==> src/hw/rtl/hps_pkg.sv <==
`timescale 1ns / 1ps
`default_nettype none
// ----------------------------------------------------------------------------
// hps_pkg: shared types and constants
// Holds the widths, the register indexes and the cell mask struct.
// ----------------------------------------------------------------------------
package hps_pkg;

  localparam int MASK_W   = 16;  // bits in each harmonic or subharmonic mask register
  localparam int TR_W     = 18;  // transpose ratio, Q4.14
  localparam int CFG_W    = 18;  // widest register
  localparam int IDX_W    = 3;
  localparam int FRAC_W   = 54;  // fraction bits of the phase product
  localparam int PROD_W   = 90;  // full phase product width
  localparam int PHASE_W  = 55;  // low product bits that decide harmonic parity
  localparam int IPART_W  = 36;  // integer part of the phase product

  localparam logic [IDX_W-1:0] REG_HARM_ACT = 3'd0;
  localparam logic [IDX_W-1:0] REG_HARM_INV = 3'd1;
  localparam logic [IDX_W-1:0] REG_SUB_ACT  = 3'd2;
  localparam logic [IDX_W-1:0] REG_SUB_INV  = 3'd3;
  localparam logic [IDX_W-1:0] REG_TRANSP   = 3'd4;

  localparam logic [TR_W-1:0] TR_UNITY = 18'd16384;

  // Per-cell mask bits. act already includes the invert bit.
  typedef struct packed {
    logic act;
    logic inv;
  } hps_mask_t;

endpackage
`default_nettype wire

==> src/hw/rtl/hps_hcell.sv <==
`timescale 1ns / 1ps
`default_nettype none
// ----------------------------------------------------------------------------
// hps_hcell: one harmonic cell
// Adds the phase to the multiple from its neighbor and toggles the sign on odd, or on invert.
// ----------------------------------------------------------------------------
module hps_hcell
  import hps_pkg::*;
(
  input  wire logic               clk,
  input  wire logic [PHASE_W-1:0] phase,
  input  wire logic [PHASE_W-1:0] acc_in,
  input  wire logic               sign_in,
  input  wire hps_mask_t          mask,
  output logic      [PHASE_W-1:0] acc_out,
  output logic                    sign_out
);

  logic [PHASE_W-1:0] sum;

  assign sum = acc_in + phase;

  // Bit 54 of the running multiple is the parity of its integer part.
  always_ff @(posedge clk) begin
    acc_out  <= sum;
    sign_out <= sign_in ^ (sum[FRAC_W] & mask.act) ^ mask.inv;
  end

endmodule
`default_nettype wire

==> config.mk <==
export PLATFORM = sky130hd
export DESIGN_NAME = hps_hcell
export DESIGN_NICKNAME = d
export VERILOG_FILES = /design/src/hw/rtl/hps_pkg.sv /design/src/hw/rtl/hps_hcell.sv
export SDC_FILE = /design/constraint.sdc
export NUM_CORES = 1
export LEC_CHECK = 0
export BUFFER_PORTS_ARGS = -buffer_cell sky130_fd_sc_hd__buf_4
export CORE_UTILIZATION = 50
export CTS_CLUSTER_DIAMETER = 30
export DETAILED_ROUTE_END_ITERATION = 8
export GPL_ROUTABILITY_DRIVEN = 0
export PLACE_DENSITY = 0.93
export REMOVE_ABC_BUFFERS = 1
export SYNTH_ARGS = -nofsm -noshare
export SYNTH_HDL_FRONTEND = slang
export SYNTH_SLANG_ARGS = --single-unit
==> constraint.sdc <==
create_clock -name clk -period 4.5 [get_ports clk]
set_input_delay 1.125 -clock clk [delete_from_list [all_inputs] [get_ports clk]]
set_output_delay 1.125 -clock clk [all_outputs]
set_load 0.02 [all_outputs]
* Word level (Yosys, flattened, before mapping)
Index checks and enable logic that the tools add are counted. W data, S select, Z words.
Storage, ports and cells: register bits after elaboration 56, input port bits 114, logic and storage cells 6
Cells by class: add/sub/neg operators 1, bitwise logic cells 3
Operators by type and width (count):
- $add A55 B55 Y55 | 1
- $xor A1 B1 Y1 | 2
- $and A1 B1 Y1 | 1

* Logic depth before layout (Yosys ltp)
Gate-level depths: netlist (run 1).
depth after elaboration 4, gate-level depth with buffers 11, gate-level depth less buffers 11

* Worst setup path before layout (run 1)
No wires, ideal clock.
kind in2reg, from input port phase[0], to register acc_out[40], setup time 0.072 ns, data arrival time 3.543 ns, slack 0.885 ns, cell stages on the path 11, buffers on the path 0, path through ha_1 -> fa_1 -> a21oi_2 -> o21ai_1 -> a211o_1 -> o2bb2ai_2 -> or4b_4 -> a31oi_2 -> o31ai_1 -> a21boi_2 -> xnor2_1
Between the ends: longest elaborated chain between the ends 1
Ends and longest elaborated chain:
- from (decl) | line hps_hcell.sv:11 | input wire logic [PHASE_W-1:0] phase,
- $add A55 B55 Y55 | line hps_hcell.sv:21 | assign sum = acc_in + phase;
- via sum[40] | line hps_hcell.sv:19 | logic [PHASE_W-1:0] sum;
- to (signal assigned) | line hps_hcell.sv:25 | acc_out <= sum;
- to (decl) | line hps_hcell.sv:15 | output logic [PHASE_W-1:0] acc_out,
The timed path passes the listed nets, and every way through them passes these cells.

* Worst setup path in the final report (run 1)
Ends and elaborated chain as after synthesis.

==> flow_metrics.tcl, run 1 <==
set metrics [dict create \
    status "finished, final reports clean" \
    drtAntennaViolNets 0 \
    rsz0062_at_grt "no" \
    cts_setup_buffers 0 \
    worst_slew_pin_slew_ps 541 \
    drv_slew 0 \
    fill_cells 658 \
    htreeDepth 2 \
    utilization 0.696 \
    power_switching_share 0.374 \
    ios 170 \
    cts-hold-fix-buffers 0 \
    intPower_w 0.00118 \
    rows 33 \
    finalHoldViolCount 0 \
    fp.dieH_um 95.0 \
    p_comb_frac 0.480 \
    clk_pin_slew_ps 90 \
    drt_iter0_markers 366 \
    synth_top_cell_by_area "dfxtp_1" \
    ys_async_sr_fraction 0 \
    grt_pass1_wl_um 19800 \
    synth_ff_type "dfxtp_1" \
    min_path_type "in -> reg" \
    die-area_sq_um 9030 \
    layout_commonest_cell "buf_4" \
    initial_core_util 0.521 \
    ys_seq_area_frac 0.259 \
    cts.path.max_buffers 2 \
    drive_gt1_frac 0.280 \
    area_growth_pct 33.6 \
    vias 4683 \
    period_needed_ps 3650 \
    cp-end-kind "flip-flop" \
    nets 857 \
    startpoint_type "input port" \
    post_cts_resized 0 \
    timing.fmax_mhz 274 \
    slew_headroom 0.635 \
    avgSynthCellArea_sq_um 8.21 \
    yosys_register_bits 56 \
    antenna_cells 0 \
    grt_pass1_vias 4509 \
    arrival_ps 3890 \
    crit_fanout 5 \
    max-vdd-ir-drop_mv 0.163 \
    grt_usage 0.275 \
    vias_per_cell 5.90 \
    dp_hpwl_um 10400 \
    portBuffers 169 \
    avgRoutedWirePerCell_um 15.7 \
    path_class "in -> reg" \
    fin_tns_setup_ps 0 \
    cts_tree "yes" \
    firstDrtPassIters 7 \
    die_w_um 95.0 \
    post-route-period-util 0.812 \
    ys_types 56 \
    p_per_area_nw_per_um2 327 \
    synth_area_leaders "dfxtp_1 (26%), ha_1 (16%), a21oi_1 (7.9%)" \
    post-place-ws_ps 563 \
    ys.warnings.count 0 \
    required_ps 4740 \
    layout_common_cells "buf_4 (169), a21oi_1 (68), dfxtp_1 (56)" \
    grt_max_degree 17 \
    fin_ws_ps 846 \
    cap_viol_max_count 0 \
    synth_area_sq_um 4330 \
    synthCells 527 \
    core_area_sq_um 8300 \
    p_seq_frac 0.344 \
    p_clk_frac 0.176 \
    grt_overflow 0 \
    p_leak_nw 2.75 \
    antenna_found_initial 0 \
    clock-sinks 56 \
    p_sw_w 0.000705 \
    clock-root-buffer "clkbuf_8" \
    setup_viol 0 \
    drc_errors 0 \
    synth_top_cell_area_share 0.259 \
    synth_edf_count 0 \
    finalWirelength_um 12500 \
    cts_buffers 5 \
]
-- layer usage --
metal,GRT usage,vias up,wire [um],share of wire
met5,0,-,0,0
li1,-,2253,-,-
met3,0.0510,40,1050,0.084
met4,0.0997,0,442,0.035
met1,0.347,2104,5210,0.42
met2,0.465,286,5770,0.46
-- power groups by stage --
stage | Combinational [W] | Sequential (W) | Clock, W
floorplan | 0.000394 | 0.000801 | 0
global placement | 0.000874 | 0.000658 | 0
global route | 0.000977 | 0.000657 | 0.000356
CTS | 0.000899 | 0.000650 | 0.000343
finish | 0.000906 | 0.000648 | 0.000332
detailed placement | 0.000895 | 0.000660 | 0
-- Yosys cell counts (2+ instances only) --
cell / n
a21oi_2: 3
nor2b_1: 3
nand3_1: 14
xnor2_1: 30
o21bai_1: 8
a211o_1: 2
nor2_1: 36
clkbuf_1: 15
a21oi_1: 68
a21boi_0: 3
o31ai_1: 3
a21o_1: 23
or2_2: 2
or3_1: 3
o21ai_1: 3
dfxtp_1: 56
o21a_1: 5
a32oi_1: 2
o211ai_1: 4
o311a_1: 2
xor2_1: 24
nor3_1: 7
a211oi_1: 2
o21ai_0: 28
nand2_1: 51
a221oi_1: 2
a31o_2: 2
a221o_1: 2
nor4_1: 4
nand2b_1: 5
o221ai_1: 2
inv_1: 14
and2_1: 3
a31oi_1: 6
and3_1: 6
nand4_1: 11
ha_1: 54
-- worst max-delay path, cell delays in order --
cell	delay, ps
buf_4	110
ha_1	210
fa_1	420
a21oi_2	160
o21ai_1	130
a211o_1	330
o2bb2ai_2	180
or4b_4	540
a31oi_2	240
o31ai_1	140
a21boi_2	160
xnor2_1	120
-- stage by stage --
step	std cells	power, W	hold slack [ps]	area (sq um)
floorplan	512	0.00119	1250	4270
global route	794	0.00199	1040	5780
finish	794	0.00189	1050	5780
detailed placement	786	0.00155	1370	5670
CTS	794	0.00189	1050	5780
global placement	786	0.00153	1350	5670
-- registers in the layout (all words and copies together), names as in the netlist --
signal and count:
acc_out 55, sign_out 1
-- path summary, 6_finish.rpt --
kind	from	to	slack [ps]	cells after the start
worst max-delay path	phase[0]	acc_out[40]	850	12
worst min-delay path	acc_in[0]	acc_out[0]	1050	2
-- logic make-up (layout without fill, tap and decap cells) --
kind of cell               count (synthesis)  after routing  share of synthesized area
AOI/OAI and AO/OA                        183            183                      0.281
xor gates and xnor gates                  54             54                      0.109
adders and majority gates                 55             55                      0.161
buffers and inverters                     29            191                     0.0252
DFF                                       56             56                      0.259
muxes                                      1              1                    0.00231
and+or+nand+nor                          149            149                      0.163
-- final cells by class --
cell class                      instances  area (sq um)  area share
Clock inverter                          2          35.0     0.00606
Clock buffer                            6          72.6      0.0126
Inverter                               14          52.6     0.00910
Timing Repair Buffer                  169          1270       0.220
Multi-Input combinational cell        442          3100       0.536
Sequential cell                        56          1120       0.194
Tap cell                              105           131      0.0227
(Power assumes the default switching activity.)
==> run 2: changes to the inputs <==
clock period = 3.4 ns   (was 4.5 ns; I/O delays follow)
==> run 2 against run 1 <==
Highest routed layer unchanged. Critical path type unchanged. Final cell count rose by 3.7%. Combinational power rose by 39%. Via count rose by 4.3%. Sequential share of layout area fell by 0.70 points. Sequential cell count did not move. Design area rose by 3.7%.
==> flow_metrics.tcl, run 2 (synthesis gave the netlist of run 1 again) <==
set metrics [dict create \
    status "finished, final reports clean" \
    min_path_cells 2 \
    p_per_area_nw_per_um2 420 \
    grt_pass1_vias 4575 \
    min_path_type "in -> reg" \
    htreeDepth 2 \
    grt_max_degree 16 \
    drv_slew 0 \
    crit_start "phase[0]" \
    fp.dieH_um 95.0 \
    grt_overflow 0 \
    portBuffers 169 \
    ios 170 \
    top_regs "acc_out: 55 flops, sign_out: 1 flops" \
    p_leak_nw 2.89 \
    timing.fmax_mhz 312 \
    max-vdd-ir-drop_mv 0.209 \
    dp_hpwl_um 11000 \
    drive_gt1_frac 0.312 \
    vias_per_cell 5.94 \
    grt_pass1_wl_um 20200 \
    startpoint_type "input port" \
    arrival_ps 3430 \
    antenna_cells 0 \
    clk_pin_slew_ps 100 \
    cts_tree "yes" \
    vias 4886 \
    drtAntennaViolNets 0 \
    whs_ps 777 \
    fin_cells 823 \
    worst_slew_pin_slew_ps 529 \
    layout_commonest_cell "buf_4" \
    largest-register "acc_out" \
    hold_start "acc_in[0]" \
    path_class "in -> reg" \
    area_growth_pct 38.6 \
    die-area_sq_um 9030 \
    cts.path.max_buffers 2 \
    nets 887 \
    core_area_sq_um 8300 \
    drc_errors 0 \
    cp-end-kind "flip-flop" \
    cts_setup_buffers 0 \
    grt_usage 0.281 \
    finalWirelength_um 13200 \
    layout_common_cells "buf_4 (199), a21oi_1 (68), dfxtp_1 (56)" \
    avgRoutedWirePerCell_um 16.0 \
    crit_fanout 2 \
    initial_core_util 0.521 \
    clock-sinks 56 \
    dp.cells 816 \
    period_needed_ps 3200 \
    cts_buffers 5 \
    required_ps 3630 \
    antenna_found_initial 0 \
    rows 33 \
    clock-root-buffer "clkbuf_8" \
    drt_iter0_markers 398 \
    die_w_um 95.0 \
    power.total_w 0.00252 \
    cap_viol_max_count 0 \
    firstDrtPassIters 5 \
    finalHoldViolCount 0 \
    setup_viol 0 \
    rsz0062_at_grt "no" \
    post-route-period-util 0.942 \
    slew_headroom 0.644 \
    largest_reg_flops 55 \
]
run 2: cell count changes in the layout (fill, tap and decap cells not counted):
cell | previous run | this run
buf_4 | 169 | 199
bufinv_16 | 1 | 0
clkbuf_1 | 1 | 0
clkbuf_8 | 5 | 7
clkinv_2 | 1 | 0
fa_1 | 1 | 0
fa_2 | 0 | 1
run 2: what timing repair did:
| action | CTS | global route |
|---|---|---|
| endpoints found under the setup margin | 0 | 1 |
| hold buffers | 0 | 0 |
| resized for setup | 0 | 1 |
run 2: routing by layer:
metal  wire length [um]  GRT usage  vias to the layer above
li1                   -          -                     2314
met4                525      0.133                        0
met2               6210      0.478                      309
met3               1050     0.0391                       54
met5                  0          0                        -
met1               5380      0.350                     2209
run 2: worst paths after layout:
path,endpoint
max,acc_out[40]
min,acc_out[0]
run 2: worst max-delay path, cell delays in order:
cell and delay (ps):
buf_4 110, ha_1 220, fa_2 370, a21oi_2 150, o21ai_1 110, a211o_1 300, o2bb2ai_2 150, or4b_4 530
a31oi_2 210, o31ai_1 130, a21boi_2 150, xnor2_1 140
run 2: report_power, final:
part | total, W | leakage (nW) | internal [W] | switching (W)
Combinational | 0.00126 | 2.37 | 0.000575 | 0.000687
Clock | 0.000399 | 0.0503 | 0.000182 | 0.000217
Sequential | 0.000858 | 0.473 | 0.000809 | 0.0000485
Total | 0.00252 | 2.89 | 0.00157 | 0.000953
run 2: area by class of cell:
type                            instances  area [sq um]
Fill cell                             620          2310
Timing Repair Buffer                  199          1490
Inverter                               14          52.6
Tap cell                              105           131
Sequential cell                        56          1120
Clock buffer                            7          96.3
Multi-Input combinational cell        442          3100
run 2: per-stage QoR:
step           worst slack [ps]  TNS [ps]  utilization  area [sq um]
6_report                    197         0        0.722          5990
5_1_grt                    58.3         0        0.722          5990
4_1_cts                     155         0        0.722          5990
3_5_place_dp               -157      -489        0.710          5890
3_3_place_gp              -64.2      -106        0.710          5890
2_1_floorplan              59.5         0            -          4270
